--- src/rtl/core/rgba8888_texel_format_packer_assert.svh ---
// ----------------------------------------------------------------------------
// rgba8888_texel_format_packer_assert.svh
// assertion macros for the texel packer
// ----------------------------------------------------------------------------
`ifndef RGBA8888_TEXEL_FORMAT_PACKER_ASSERT_SVH
`define RGBA8888_TEXEL_FORMAT_PACKER_ASSERT_SVH

`ifndef SYNTHESIS

// consequent must hold in the same cycle as the antecedent
`define RTFP_ASSERT_SAME(label, clk, rst_n, ante, cons, msg) \
    label: assert property (@(posedge clk) disable iff (!rst_n) (ante) |-> (cons)) \
        else $error(msg);

// consequent must hold in the cycle after the antecedent
`define RTFP_ASSERT_NEXT(label, clk, rst_n, ante, cons, msg) \
    label: assert property (@(posedge clk) disable iff (!rst_n) (ante) |=> (cons)) \
        else $error(msg);

`else

`define RTFP_ASSERT_SAME(label, clk, rst_n, ante, cons, msg)
`define RTFP_ASSERT_NEXT(label, clk, rst_n, ante, cons, msg)

`endif

`endif

--- src/rtl/core/rtfp_pkg.sv ---
// ----------------------------------------------------------------------------
// rtfp_pkg
// types, format codes and channel arithmetic for the texel packer
// ----------------------------------------------------------------------------
`default_nettype none

package rtfp_pkg;

    // register port geometry
    localparam int unsigned RTFP_ADDR_W = 3;
    localparam int unsigned RTFP_DATA_W = 32;

    // register index, taken from the word address
    localparam logic REG_TEXEL_FORMAT = 1'b0;

    // texel format codes
    localparam logic [2:0] FMT_RGBA32 = 3'd0;
    localparam logic [2:0] FMT_RGBA16 = 3'd1;
    localparam logic [2:0] FMT_IA16   = 3'd2;
    localparam logic [2:0] FMT_IA8    = 3'd3;
    localparam logic [2:0] FMT_IA4    = 3'd4;
    localparam logic [2:0] FMT_I8     = 3'd5;
    localparam logic [2:0] FMT_I4     = 3'd6;

    // byte counts of a result
    localparam logic [2:0] BYTES_1 = 3'd1;
    localparam logic [2:0] BYTES_2 = 3'd2;
    localparam logic [2:0] BYTES_4 = 3'd4;

    // luma weights and channel maxima
    localparam logic [7:0] W_RED   = 8'd76;
    localparam logic [7:0] W_GREEN = 8'd150;
    localparam logic [7:0] W_BLUE  = 8'd29;
    localparam logic [7:0] MAX_5   = 8'd31;
    localparam logic [7:0] MAX_4   = 8'd15;
    localparam logic [7:0] MAX_3   = 8'd7;
    localparam logic [15:0] ROUND_HALF = 16'd127;

    // source pixel as it arrives
    typedef struct packed {
        logic [7:0] red;
        logic [7:0] green;
        logic [7:0] blue;
        logic [7:0] alpha;
        logic       is_pad;
        logic       row_end;
    } t_pix;

    // pixel after channel narrowing and luma
    typedef struct packed {
        t_pix       pix;
        logic [4:0] red5;
        logic [4:0] green5;
        logic [4:0] blue5;
        logic       alpha1;
        logic [3:0] alpha4;
        logic [7:0] inten;
    } t_mid;

    // (v*m+127)/255 for 8-bit v and m; the divide by 255 is an add and shift,
    // exact while the quotient stays below 256
    function automatic logic [7:0] narrow(input logic [7:0] v, input logic [7:0] m);
        logic [15:0] prod;
        logic [15:0] acc;
        prod = 16'(v) * 16'(m) + ROUND_HALF;
        acc  = prod + {8'd0, prod[15:8]} + 16'd1;
        return acc[15:8];
    endfunction

    // sum of three separately rounded weighted terms, never above 255
    function automatic logic [7:0] intensity(input logic [7:0] r, input logic [7:0] g,
                                             input logic [7:0] b);
        logic [9:0] sum;
        sum = 10'(narrow(r, W_RED)) + 10'(narrow(g, W_GREEN)) + 10'(narrow(b, W_BLUE));
        return sum[7:0];
    endfunction

endpackage

`default_nettype wire

--- src/rtl/core/rtfp_if.sv ---
// ----------------------------------------------------------------------------
// rtfp_if
// valid/ready stream interfaces for source pixels and packed texels
// ----------------------------------------------------------------------------
`default_nettype none

// source pixel stream
interface rtfp_pix_if;
    logic       valid;
    logic       ready;
    logic [7:0] red;
    logic [7:0] green;
    logic [7:0] blue;
    logic [7:0] alpha;
    logic       is_pad;
    logic       row_end;

    modport source (output valid, red, green, blue, alpha, is_pad, row_end,
                    input ready);
    modport sink   (input valid, red, green, blue, alpha, is_pad, row_end,
                    output ready);
endinterface

// packed texel stream
interface rtfp_tex_if;
    logic        valid;
    logic        ready;
    logic [31:0] out_data;
    logic [2:0]  out_bytes;

    modport source (output valid, out_data, out_bytes, input ready);
    modport sink   (input valid, out_data, out_bytes, output ready);
endinterface

`default_nettype wire

--- src/rtl/core/rtfp_chan.sv ---
// ----------------------------------------------------------------------------
// rtfp_chan
// channel narrowing to 5, 4 and 1 bits, and weighted intensity
// ----------------------------------------------------------------------------
`default_nettype none

module rtfp_chan
    import rtfp_pkg::*;
(
    input  t_pix i_pix,
    output t_mid o_mid
);

    // per-channel rescaling
    always_comb begin
        o_mid.pix    = i_pix;
        o_mid.red5   = 5'(narrow(i_pix.red,   MAX_5));
        o_mid.green5 = 5'(narrow(i_pix.green, MAX_5));
        o_mid.blue5  = 5'(narrow(i_pix.blue,  MAX_5));
        o_mid.alpha4 = 4'(narrow(i_pix.alpha, MAX_4));
        o_mid.alpha1 = |i_pix.alpha;
        o_mid.inten  = intensity(i_pix.red, i_pix.green, i_pix.blue);
    end

endmodule

`default_nettype wire

--- src/rtl/core/rgba8888_texel_format_packer.sv ---
// ----------------------------------------------------------------------------
// rgba8888_texel_format_packer
// converts RGBA8888 pixels to the selected texel format and packs 4-bit texels
// two to a byte
//
// a result passes the input, channel-math and packed-output registers in turn
// throughput: one pixel per cycle unless the output stalls; the three-register
// pipeline (input, channel math, packed output) advances on a single ready chain
// reset (synchronous, active low): pipeline empty, no half byte held,
// format rgba32
// ----------------------------------------------------------------------------
`default_nettype none

`include "rgba8888_texel_format_packer_assert.svh"

module rgba8888_texel_format_packer
    import rtfp_pkg::*;
(
    input  wire logic                   i_clk,
    input  wire logic                   i_rst_n,
    // register port
    input  wire logic                   psel,
    input  wire logic                   penable,
    input  wire logic                   pwrite,
    input  wire logic [RTFP_ADDR_W-1:0] paddr,
    input  wire logic [RTFP_DATA_W-1:0] pwdata,
    output logic      [RTFP_DATA_W-1:0] prdata,
    output logic                        pready,
    // streams
    rtfp_pix_if.sink                    i_pix,
    rtfp_tex_if.source                  o_tex
);

    logic        r_v1;
    logic        r_v2;
    logic        r_vo;
    t_pix        r_s1;
    t_mid        r_s2;
    t_mid        n_s2;
    logic [2:0]  r_fmt;
    logic [3:0]  r_held;
    logic        r_pend;
    logic [3:0]  n_held;
    logic        n_pend;
    logic [31:0] r_out_data;
    logic [2:0]  r_out_bytes;
    logic [31:0] n_out_data;
    logic [2:0]  n_out_bytes;
    logic        out_free;
    logic        adv2;
    logic        fire2;
    logic        has_result;
    logic        four_bit;
    logic        fmt_ok;
    logic [3:0]  nib;
    logic [7:0]  inten4;
    logic [7:0]  inten3;
    logic        reg_sel;
    t_pix        in_pix;

    // register port
    assign pready  = 1'b1;
    assign reg_sel = paddr[RTFP_ADDR_W-1];
    assign prdata  = (reg_sel == REG_TEXEL_FORMAT) ? {{(RTFP_DATA_W-3){1'b0}}, r_fmt}
                                                   : '0;

    always_ff @(posedge i_clk) begin
        if (!i_rst_n) begin
            r_fmt <= FMT_RGBA32;
        end else if (psel && penable && pwrite && (reg_sel == REG_TEXEL_FORMAT)) begin
            r_fmt <= pwdata[2:0];
        end
    end

    // ready chain from the output register back to the input
    assign out_free    = !r_vo || o_tex.ready;
    assign adv2        = !r_v2 || out_free;
    assign fire2       = r_v2 && adv2;
    assign i_pix.ready = !r_v1 || adv2;

    always_comb begin
        in_pix.red     = i_pix.red;
        in_pix.green   = i_pix.green;
        in_pix.blue    = i_pix.blue;
        in_pix.alpha   = i_pix.alpha;
        in_pix.is_pad  = i_pix.is_pad;
        in_pix.row_end = i_pix.row_end;
    end

    // channel math between input and middle registers
    rtfp_chan u_chan (
        .i_pix (r_s1),
        .o_mid (n_s2)
    );

    // pipeline valids and payload
    always_ff @(posedge i_clk) begin
        if (!i_rst_n) begin
            r_v1 <= 1'b0;
            r_v2 <= 1'b0;
        end else begin
            if (i_pix.valid && i_pix.ready) begin
                r_v1 <= 1'b1;
            end else if (adv2) begin
                r_v1 <= 1'b0;
            end
            if (adv2) begin
                r_v2 <= r_v1;
            end
        end
        if (i_pix.valid && i_pix.ready) begin
            r_s1 <= in_pix;
        end
        if (adv2) begin
            r_s2 <= n_s2;
        end
    end

    // format selection and half-byte pairing
    always_comb begin
        inten4      = narrow(r_s2.inten, MAX_4);
        inten3      = narrow(r_s2.inten, MAX_3);
        n_out_data  = '0;
        n_out_bytes = BYTES_1;
        nib         = '0;
        four_bit    = 1'b0;
        fmt_ok      = 1'b1;
        unique case (r_fmt)
            FMT_RGBA32: begin
                n_out_data  = {r_s2.pix.red, r_s2.pix.green, r_s2.pix.blue, r_s2.pix.alpha};
                n_out_bytes = BYTES_4;
            end
            FMT_RGBA16: begin
                n_out_data  = {16'd0, r_s2.red5, r_s2.green5, r_s2.blue5, r_s2.alpha1};
                n_out_bytes = BYTES_2;
            end
            FMT_IA16: begin
                n_out_data  = {16'd0, r_s2.inten, r_s2.pix.alpha};
                n_out_bytes = BYTES_2;
            end
            FMT_IA8: begin
                n_out_data  = {24'd0, inten4[3:0], r_s2.alpha4};
            end
            FMT_IA4: begin
                nib      = {inten3[2:0], r_s2.alpha1};
                four_bit = 1'b1;
            end
            FMT_I8: begin
                n_out_data  = {24'd0, r_s2.inten};
            end
            FMT_I4: begin
                nib      = inten4[3:0];
                four_bit = 1'b1;
            end
            default: begin
                fmt_ok = 1'b0;
            end
        endcase

        // padding gives an all-zero texel
        if (r_s2.pix.is_pad) begin
            n_out_data = '0;
            nib        = '0;
        end

        n_held     = r_held;
        n_pend     = r_pend;
        has_result = fmt_ok;
        if (four_bit) begin
            if (r_pend) begin
                n_out_data = {24'd0, r_held, nib};
                n_held     = '0;
                n_pend     = 1'b0;
            end else if (r_s2.pix.row_end) begin
                n_out_data = {24'd0, nib, 4'd0};
            end else begin
                n_held     = nib;
                n_pend     = 1'b1;
                has_result = 1'b0;
            end
        end
    end

    // half-byte state and output register
    always_ff @(posedge i_clk) begin
        if (!i_rst_n) begin
            r_held <= '0;
            r_pend <= 1'b0;
            r_vo   <= 1'b0;
        end else begin
            if (fire2) begin
                r_held <= n_held;
                r_pend <= n_pend;
            end
            if (fire2 && has_result) begin
                r_vo <= 1'b1;
            end else if (o_tex.ready) begin
                r_vo <= 1'b0;
            end
        end
        if (fire2 && has_result) begin
            r_out_data  <= n_out_data;
            r_out_bytes <= n_out_bytes;
        end
    end

    assign o_tex.valid     = r_vo;
    assign o_tex.out_data  = r_out_data;
    assign o_tex.out_bytes = r_out_bytes;

    // checks
    `RTFP_ASSERT_NEXT(a_accept_fills, i_clk, i_rst_n, i_pix.valid && i_pix.ready, r_v1, "accepted pixel lost at input stage")
    `RTFP_ASSERT_SAME(a_held_clear, i_clk, i_rst_n, !r_pend, r_held == 4'd0, "half byte held without pending flag")
    `RTFP_ASSERT_SAME(a_full_stall, i_clk, i_rst_n, r_vo && !o_tex.ready && r_v2 && r_v1, !i_pix.ready, "input taken while pipeline full and stalled")
    `RTFP_ASSERT_NEXT(a_nibble_byte, i_clk, i_rst_n, fire2 && has_result && four_bit, r_vo && (r_out_bytes == BYTES_1), "four-bit result not one byte")
    `RTFP_ASSERT_SAME(a_bytes_legal, i_clk, i_rst_n, r_vo, (r_out_bytes == BYTES_1) || (r_out_bytes == BYTES_2) || (r_out_bytes == BYTES_4), "illegal byte count")

endmodule

`default_nettype wire
--- src/flat_wrapper.sv ---
// flat-port wrapper written by rule: the top's interface ports become plain ports
module rgba8888_texel_format_packer_flat import rtfp_pkg::*;
  (i_clk, i_rst_n, psel, penable, pwrite, paddr, pwdata, prdata, pready, i_pix_valid, i_pix_red, i_pix_green, i_pix_blue, i_pix_alpha, i_pix_is_pad, i_pix_row_end, i_pix_ready, o_tex_valid, o_tex_out_data, o_tex_out_bytes, o_tex_ready);
  rtfp_pix_if i_pix_i ();
  rtfp_tex_if o_tex_i ();
  input  wire logic i_clk;
  input  wire logic i_rst_n;
  input  wire logic psel;
  input  wire logic penable;
  input  wire logic pwrite;
  input  wire logic [RTFP_ADDR_W-1:0] paddr;
  input  wire logic [RTFP_DATA_W-1:0] pwdata;
  output logic      [RTFP_DATA_W-1:0] prdata;
  output logic pready;
  input wire logic [$bits(i_pix_i.valid)-1:0] i_pix_valid;
  input wire logic [$bits(i_pix_i.red)-1:0] i_pix_red;
  input wire logic [$bits(i_pix_i.green)-1:0] i_pix_green;
  input wire logic [$bits(i_pix_i.blue)-1:0] i_pix_blue;
  input wire logic [$bits(i_pix_i.alpha)-1:0] i_pix_alpha;
  input wire logic [$bits(i_pix_i.is_pad)-1:0] i_pix_is_pad;
  input wire logic [$bits(i_pix_i.row_end)-1:0] i_pix_row_end;
  output wire logic [$bits(i_pix_i.ready)-1:0] i_pix_ready;
  output wire logic [$bits(o_tex_i.valid)-1:0] o_tex_valid;
  output wire logic [$bits(o_tex_i.out_data)-1:0] o_tex_out_data;
  output wire logic [$bits(o_tex_i.out_bytes)-1:0] o_tex_out_bytes;
  input wire logic [$bits(o_tex_i.ready)-1:0] o_tex_ready;
  assign i_pix_i.valid = i_pix_valid;
  assign i_pix_i.red = i_pix_red;
  assign i_pix_i.green = i_pix_green;
  assign i_pix_i.blue = i_pix_blue;
  assign i_pix_i.alpha = i_pix_alpha;
  assign i_pix_i.is_pad = i_pix_is_pad;
  assign i_pix_i.row_end = i_pix_row_end;
  assign i_pix_ready = i_pix_i.ready;
  assign o_tex_valid = o_tex_i.valid;
  assign o_tex_out_data = o_tex_i.out_data;
  assign o_tex_out_bytes = o_tex_i.out_bytes;
  assign o_tex_i.ready = o_tex_ready;
  rgba8888_texel_format_packer u_core (.i_clk(i_clk), .i_rst_n(i_rst_n), .psel(psel), .penable(penable), .pwrite(pwrite), .paddr(paddr), .pwdata(pwdata), .prdata(prdata), .pready(pready), .i_pix(i_pix_i), .o_tex(o_tex_i));
endmodule
--- config.mk ---
export PLATFORM = sky130hd
export DESIGN_NAME = rgba8888_texel_format_packer_flat
export DESIGN_NICKNAME = d
export VERILOG_FILES = /design/src/rtl/core/rtfp_pkg.sv /design/src/rtl/core/rtfp_if.sv /design/src/rtl/core/rtfp_chan.sv /design/src/rtl/core/rgba8888_texel_format_packer.sv /design/src/flat_wrapper.sv
export VERILOG_INCLUDE_DIRS = /design/src /design/src/rtl/core
export SDC_FILE = /design/constraint.sdc
export NUM_CORES = 1
export LEC_CHECK = 0
export ABC_CLOCK_PERIOD_IN_PS = 15650
export BUFFER_PORTS_ARGS = -buffer_cell sky130_fd_sc_hd__buf_2
export CORE_MARGIN = 2
export CORE_UTILIZATION = 38
export DETAILED_ROUTE_END_ITERATION = 16
export GPL_ROUTABILITY_DRIVEN = 0
export PLACE_DENSITY_LB_ADDON = 0.2
export SLEW_MARGIN = 20
export SYNTH_ARGS = -nofsm -noshare
export SYNTH_HDL_FRONTEND = slang
export SYNTH_SLANG_ARGS = --single-unit
--- constraint.sdc ---
create_clock -name i_clk -period 15.65 [get_ports i_clk]
set_input_delay 0.7825 -clock i_clk [delete_from_list [all_inputs] [get_ports i_clk]]
set_output_delay 0.7825 -clock i_clk [all_outputs]
set_load 0.05 [all_outputs]
==> results of run 1 <==
[worst max-delay path, delay by kind of cell, from the launching register on]
family	cells	cell delay, ps
buffers and inverters	4	400
AO/OA/AOI/OAI	12	2350
XOR/XNOR	6	1250
AND/OR/NAND/NOR	5	590
adder cells (fa/ha/maj)	6	2620
flip-flops	1	710
[kinds of logic (layout without fill, tap and decap cells)]
| group | Yosys count | in the layout |
|---|---|---|
| fa+ha+maj | 361 | 361 |
| simple gates | 297 | 297 |
| buf+inv | 265 | 340 |
| other cells | 2 | 31 |
| compound gates | 317 | 317 |
| mux | 19 | 19 |
| flops | 142 | 142 |
| xor+xnor | 149 | 149 |
[worst paths after layout]
| check | endpoint | start | cells past startpoint | slack (ps) |
|---|---|---|---|---|
| worst min register to register | u_core.r_s2[29] | u_core.r_s1[1] | 0 | 430 |
| worst min-delay path | u_core.r_s2[29] | u_core.r_s1[1] | 0 | 430 |
| worst max register to register | u_core.r_s2[7] | u_core.r_s1[10] | 33 | 7440 |
| worst max-delay path | u_core.r_s2[7] | u_core.r_s1[10] | 33 | 7440 |
[cell type report]
class	count	area share, %
Inverter	217	4.694
Clock inverter	12	0.6633
Multi-Input combinational cell	1174	61.61
Tap cell	532	3.836
Timing Repair Buffer	92	2.769
Sequential cell	142	23.94
Clock buffer	19	2.495
[cells in the final DEF (no fill, tap or decap), drive strengths merged, types with 15 or more instances in the layout]
cell type and instances:
nor3 42, nand3 27, a21o 40, edfxtp 131, nor2b 20, nor2 65, and2 22, inv 219
a21oi 83, xnor2 101, xor2 47, o21a 15, ha 254, fa 107, o21bai 26, conb 31
buf 92, clkbuf 19, nand2 54, o21ai 53
[registers in the layout, summed over array words and instances, names as in the netlist, 3 cells and up]
name / cells
u_core.o_tex.out_bytes: 3
u_core.o_tex.out_data: 32
u_core.r_fmt: 3
u_core.r_held: 4
u_core.r_s1: 34
u_core.r_s2: 62
[stage by stage]
step           instances  hold slack [ps]  setup slack (ps)  cell area (um2)  util [%]
2_1_floorplan       1581            400.3              8306            15920         -
3_3_place_gp        2157            413.7              7552            16800     41.06
3_5_place_dp        2157            412.8              7423            16800     41.06
4_1_cts             2188            428.3              7373            17350     42.40
5_1_grt             2188            441.2              6788            17350     42.40
6_report            2188            430.1              7443            17350     42.40
[per-layer routing]
| layer | track usage (%) | vias up | part of all wire (%) | routed length [um] |
|---|---|---|---|---|
| met3 | 3.034 | 22 | 3.1 | 1066 |
| met4 | 2.935 | 0 | 0.88 | 303 |
| li1 | - | 5552 | - | - |
| met5 | 0 | - | 0 | 0 |
| met1 | 21.72 | 5307 | 48 | 16430 |
| met2 | 28.11 | 148 | 49 | 16780 |
==> results.sh, run 1 <==
export IMPL_setup_violations=0
export IMPL_route_detailed_wl_per_inst_um=15.80
export IMPL_hold_buffers=0
export IMPL_die_area_um2=43270
export IMPL_max_clock_freq_ghz=0.1218
export IMPL_num_rows=74
export IMPL_finalHoldViolations=0
export IMPL_required_ps=15830
export IMPL_synth_seq_cells=142
export IMPL_crit_path_start_kind="register"
export IMPL_cts_tree="done"
export IMPL_worstPathMaxFanout=10
export IMPL_htree_num_levels=4
export IMPL_worst_pin_slew_ps=915.6
export IMPL_cts_reportedPaths_clkPinSlew_ps=60
export IMPL_netlist_area_um2=15820
export IMPL_initial_utilization_pct=38.64
export IMPL_grt_pass1_wl_um=56750
export IMPL_synth_cell_type_count=87
export IMPL_muxShareOfSynthArea_pct=1.250
export IMPL_rsz0062_at_grt="false"
export IMPL_grt_pass1_vias=11130
export IMPL_antenna_left=0
export IMPL_synthXorXnorAreaFrac_pct=8.434
export IMPL_multi_input_area_um2=10690
export IMPL_fin_skew_ps=11.89
export IMPL_synth_common_cells="254 x ha_1, 216 x inv_1, 131 x edfxtp_1, 107 x fa_1, 99 x xnor2_1"
export IMPL_vias=11030
export IMPL_antenna_cells=0
export IMPL_slowest_delay_ps=730
export IMPL_relSlewSlack_pct=38.96
export IMPL_routed_wl_um=34570
export IMPL_nNetsFinal=2081
export IMPL_min_path_type="reg2reg"
export IMPL_synthArstFlopShare_pct=0
export IMPL_synth_compound_area_share_pct=13.39
export IMPL_endpoint_kind="register"
export IMPL_synth_edf_count=131
export IMPL_areaGrowthSynthToFinish_pct=9.723
export IMPL_drv_slew=0
export IMPL_first_pass_iters=5
export IMPL_ys_flop_type="edfxtp_1"
export IMPL_synthSimpleGateAreaFrac_pct=9.921
export IMPL_core_area_um2=40920
export IMPL_ff_latch_area_um2=4154
export IMPL_drtIter0Drc=518
export IMPL_fillCellCount=3985
export IMPL_netlist_area_leader_share_pct=24.87
export IMPL_critPathKind="reg2reg"
export IMPL_cp_slowest_cell="o311ai_0"
export IMPL_synth_most_common_cell="ha_1"
export IMPL_drive_gt1_share_pct=9.179
export IMPL_die_height_um=208.0
export IMPL_ctsResizeCount=0
export IMPL_drv_cap=0
export IMPL_cts_setup_buffers=0
export IMPL_cts_sinks=142
export IMPL_cts_made_buffers=17
export IMPL_syn_inst=1552
export IMPL_ys_warn_count=0
export IMPL_vias_per_cell=5.041
export IMPL_synth_adder_area_share_pct=33.64
export IMPL_grt_ovfl_total=0
export IMPL_synth_avg_cell_area_um2=10.19
export IMPL_grt_max_degree=63
export IMPL_synth_area_top_cells="edfxtp_1 25%, ha_1 20%, fa_1 14%, xnor2_1 5.5%, inv_1 5.1%"
export IMPL_clk_latency_ps=450
export IMPL_grt_usage_pct=16.38
export IMPL_crit_top_cell="xnor2_1"
export IMPL_finalSetupTns_ps=0
export IMPL_clock_path_buffers=2
export IMPL_fp_dieW_um=208.0
export IMPL_synth_top_family_by_area="adder cells"
export IMPL_io_pins=146
export IMPL_period_share_pct=52.44
export IMPL_status="completed"
export IMPL_antenna_found_initial=1
export IMPL_period_needed_ps=8207
export IMPL_yosys_area_top_type="edfxtp_1"
export IMPL_io_buffers=84
export IMPL_cts_root_buf="clkbuf_16"
export IMPL_drc=0
export IMPL_cp_data_arrival_time_ps=8390
export IMPL_dp_hpwl_um=27990
export IMPL_seq_area_frac_synth_pct=26.27
Power of run 1 is left out: the tool's default activity adds up to more than one toggle a clock period on the data nets, which glitch-free logic cannot reach.
==> inputs of run 2 (changes only) <==
ABC_CLOCK_PERIOD_IN_PS = 6700   (was 15650)
clock period = 6.7 ns   (was 15.65 ns; I/O delays follow)
==> run 2 against run 1 <==
Net effect:
- the run now ends with setup timing left
- first-iteration DRC count is 18% lower
- highest routed layer unchanged
- die area did not move
- clock skew down 0.75 ps
- worst hold slack worse by 360 ps
- utilization rose by 3.7 points
- via count is 5.9% higher
- sequential share of layout area is 1.9 points lower
- critical endpoint unchanged
- routed wire length increased by 5.5%
==> results.sh, run 2 (synthesis gave the netlist of run 1 again) <==
export IMPL_final_common_cell="ha_1"
export IMPL_fillCellCount=3850
export IMPL_cts_sinks=142
export IMPL_regMostFlops="u_core.r_s2"
export IMPL_fp_dieW_um=208.0
export IMPL_nNetsFinal=2233
export IMPL_mostFrequentLayoutCells="248 x ha_1, 211 x inv_1, 157 x buf_4"
export IMPL_clk_latency_ps=450
export IMPL_clock_path_buffers=2
export IMPL_initial_utilization_pct=38.64
export IMPL_antenna_found_initial=0
export IMPL_worstPathMaxFanout=4
export IMPL_critPathKind="reg2reg"
export IMPL_grt_ovfl_total=0
export IMPL_areaGrowthSynthToFinish_pct=19.19
export IMPL_crit_top_cell="ha_1"
export IMPL_antenna_cells=0
export IMPL_min_path_type="in2reg"
export IMPL_max_clock_freq_ghz=0.1424
export IMPL_drv_cap=0
export IMPL_io_buffers=84
export IMPL_htree_num_levels=4
export IMPL_drv_slew=0
export IMPL_setup_violations=2
export IMPL_status="finished with violations"
export IMPL_violations="setup timing"
export IMPL_die_height_um=208.0
export IMPL_cp_data_arrival_time_ps=7210
export IMPL_hold_buffers=0
export IMPL_drtIter0Drc=426
export IMPL_die_area_um2=43270
export IMPL_grt_max_degree=63
export IMPL_cp_slowest_cell="fa_1"
export IMPL_cts_root_buf="clkbuf_16"
export IMPL_slowest_delay_ps=550
export IMPL_grt_pass1_wl_um=60010
export IMPL_grt_pass1_vias=11910
export IMPL_fin_skew_ps=11.14
export IMPL_worst_pin_slew_ps=908.5
export IMPL_grt_usage_pct=17.26
export IMPL_endpoint_kind="register"
export IMPL_crit_path_start_kind="register"
export IMPL_dp_hpwl_um=29490
export IMPL_fin_cells=2341
export IMPL_ff_latch_area_um2=4154
export IMPL_holdWs_ps=65.70
export IMPL_cts_tree="done"
export IMPL_multi_input_area_um2=11020
export IMPL_drc=0
export IMPL_first_pass_iters=8
export IMPL_routed_wl_um=36490
export IMPL_cts_reportedPaths_clkPinSlew_ps=70
export IMPL_vias_per_cell=4.990
export IMPL_largest_register_ffs=62
export IMPL_core_area_um2=40920
export IMPL_drive_gt1_share_pct=19.57
export IMPL_ff2ff_setup_slack_ps=-320
export IMPL_period_share_pct=104.8
export IMPL_io_pins=146
export IMPL_relSlewSlack_pct=39.43
export IMPL_fin_ws_ps=-323.7
export IMPL_cts_made_buffers=17
export IMPL_vias=11680
export IMPL_rsz0062_at_grt="true"
export IMPL_num_rows=74
export IMPL_route_detailed_wl_per_inst_um=15.59
export IMPL_dp_cells=2292
export IMPL_required_ps=6890
export IMPL_antenna_left=0
export IMPL_period_needed_ps=7024
export IMPL_finalHoldViolations=0
run 2: cell count changes in the layout (fill, tap and decap cells not counted), moves of 3 or more:
cell,previous run,this run
a21oi_2,0,4
nor3_1,42,37
xnor2_2,2,9
ha_4,0,4
buf_6,0,3
nor3_2,0,4
inv_2,0,5
ha_1,254,248
a21oi_1,82,77
inv_1,216,211
xnor2_1,99,91
buf_4,8,157
run 2: through the flow:
stage	setup TNS [ps]	util [%]	area (um2)	setup WS (ps)
4_1_cts	-441.7	45.56	18650	-362.8
5_1_grt	-1719	46.06	18850	-707.3
2_1_floorplan	-314.1	-	16040	-314.1
6_report	-364.0	46.06	18850	-323.7
3_5_place_dp	-562.3	43.81	17930	-482.2
3_3_place_gp	-313.6	43.81	17930	-313.6
run 2: cell type report:
class	count	area share [%]
flip-flops and latches	142	22.04
inverters	217	4.321
multi-input cells	1174	58.46
well taps	532	3.531
clock inverters	14	0.7168
clock buffers	18	2.277
repair buffers	244	8.662
run 2: metal layers:
layer	track usage (%)	vias up	share of wire (%)
met5	0	-	0
met2	30.39	191	49
met3	3.215	30	4.0
li1	-	5874	-
met1	22.18	5587	45
met4	3.277	0	1.3
run 2: worst paths after layout:
check,depth (start not counted),end,from
worst min-delay path,1,u_core.r_s1[11],i_pix_blue[1]
worst max-delay path,31,u_core.r_s2[7],u_core.r_s1[23]
worst max register to register,31,u_core.r_s2[7],u_core.r_s1[23]
worst min register to register,0,u_core.r_s2[29],u_core.r_s1[1]
run 2: timing repair:
action | 4_1_cts | 5_1_grt
resized for setup | 18 | 30
setup buffers | 12 | 7
pin swaps | 14 | 3
endpoints found under the setup margin | 3 | 8
hold endpoints to repair | 0 | 0
run 2: critical path: cells and delay by family, from the launching register on:
kind                     cells  cell delay, ps
adder cells (fa/ha/maj)      9            3120
AO/OA/AOI/OAI               10            1750
XOR/XNOR                     4             520
AND/OR/NAND/NOR              2             490
flip-flops                   1             450
buffers and inverters        6             450
Power of run 2 is left out for the same reason.
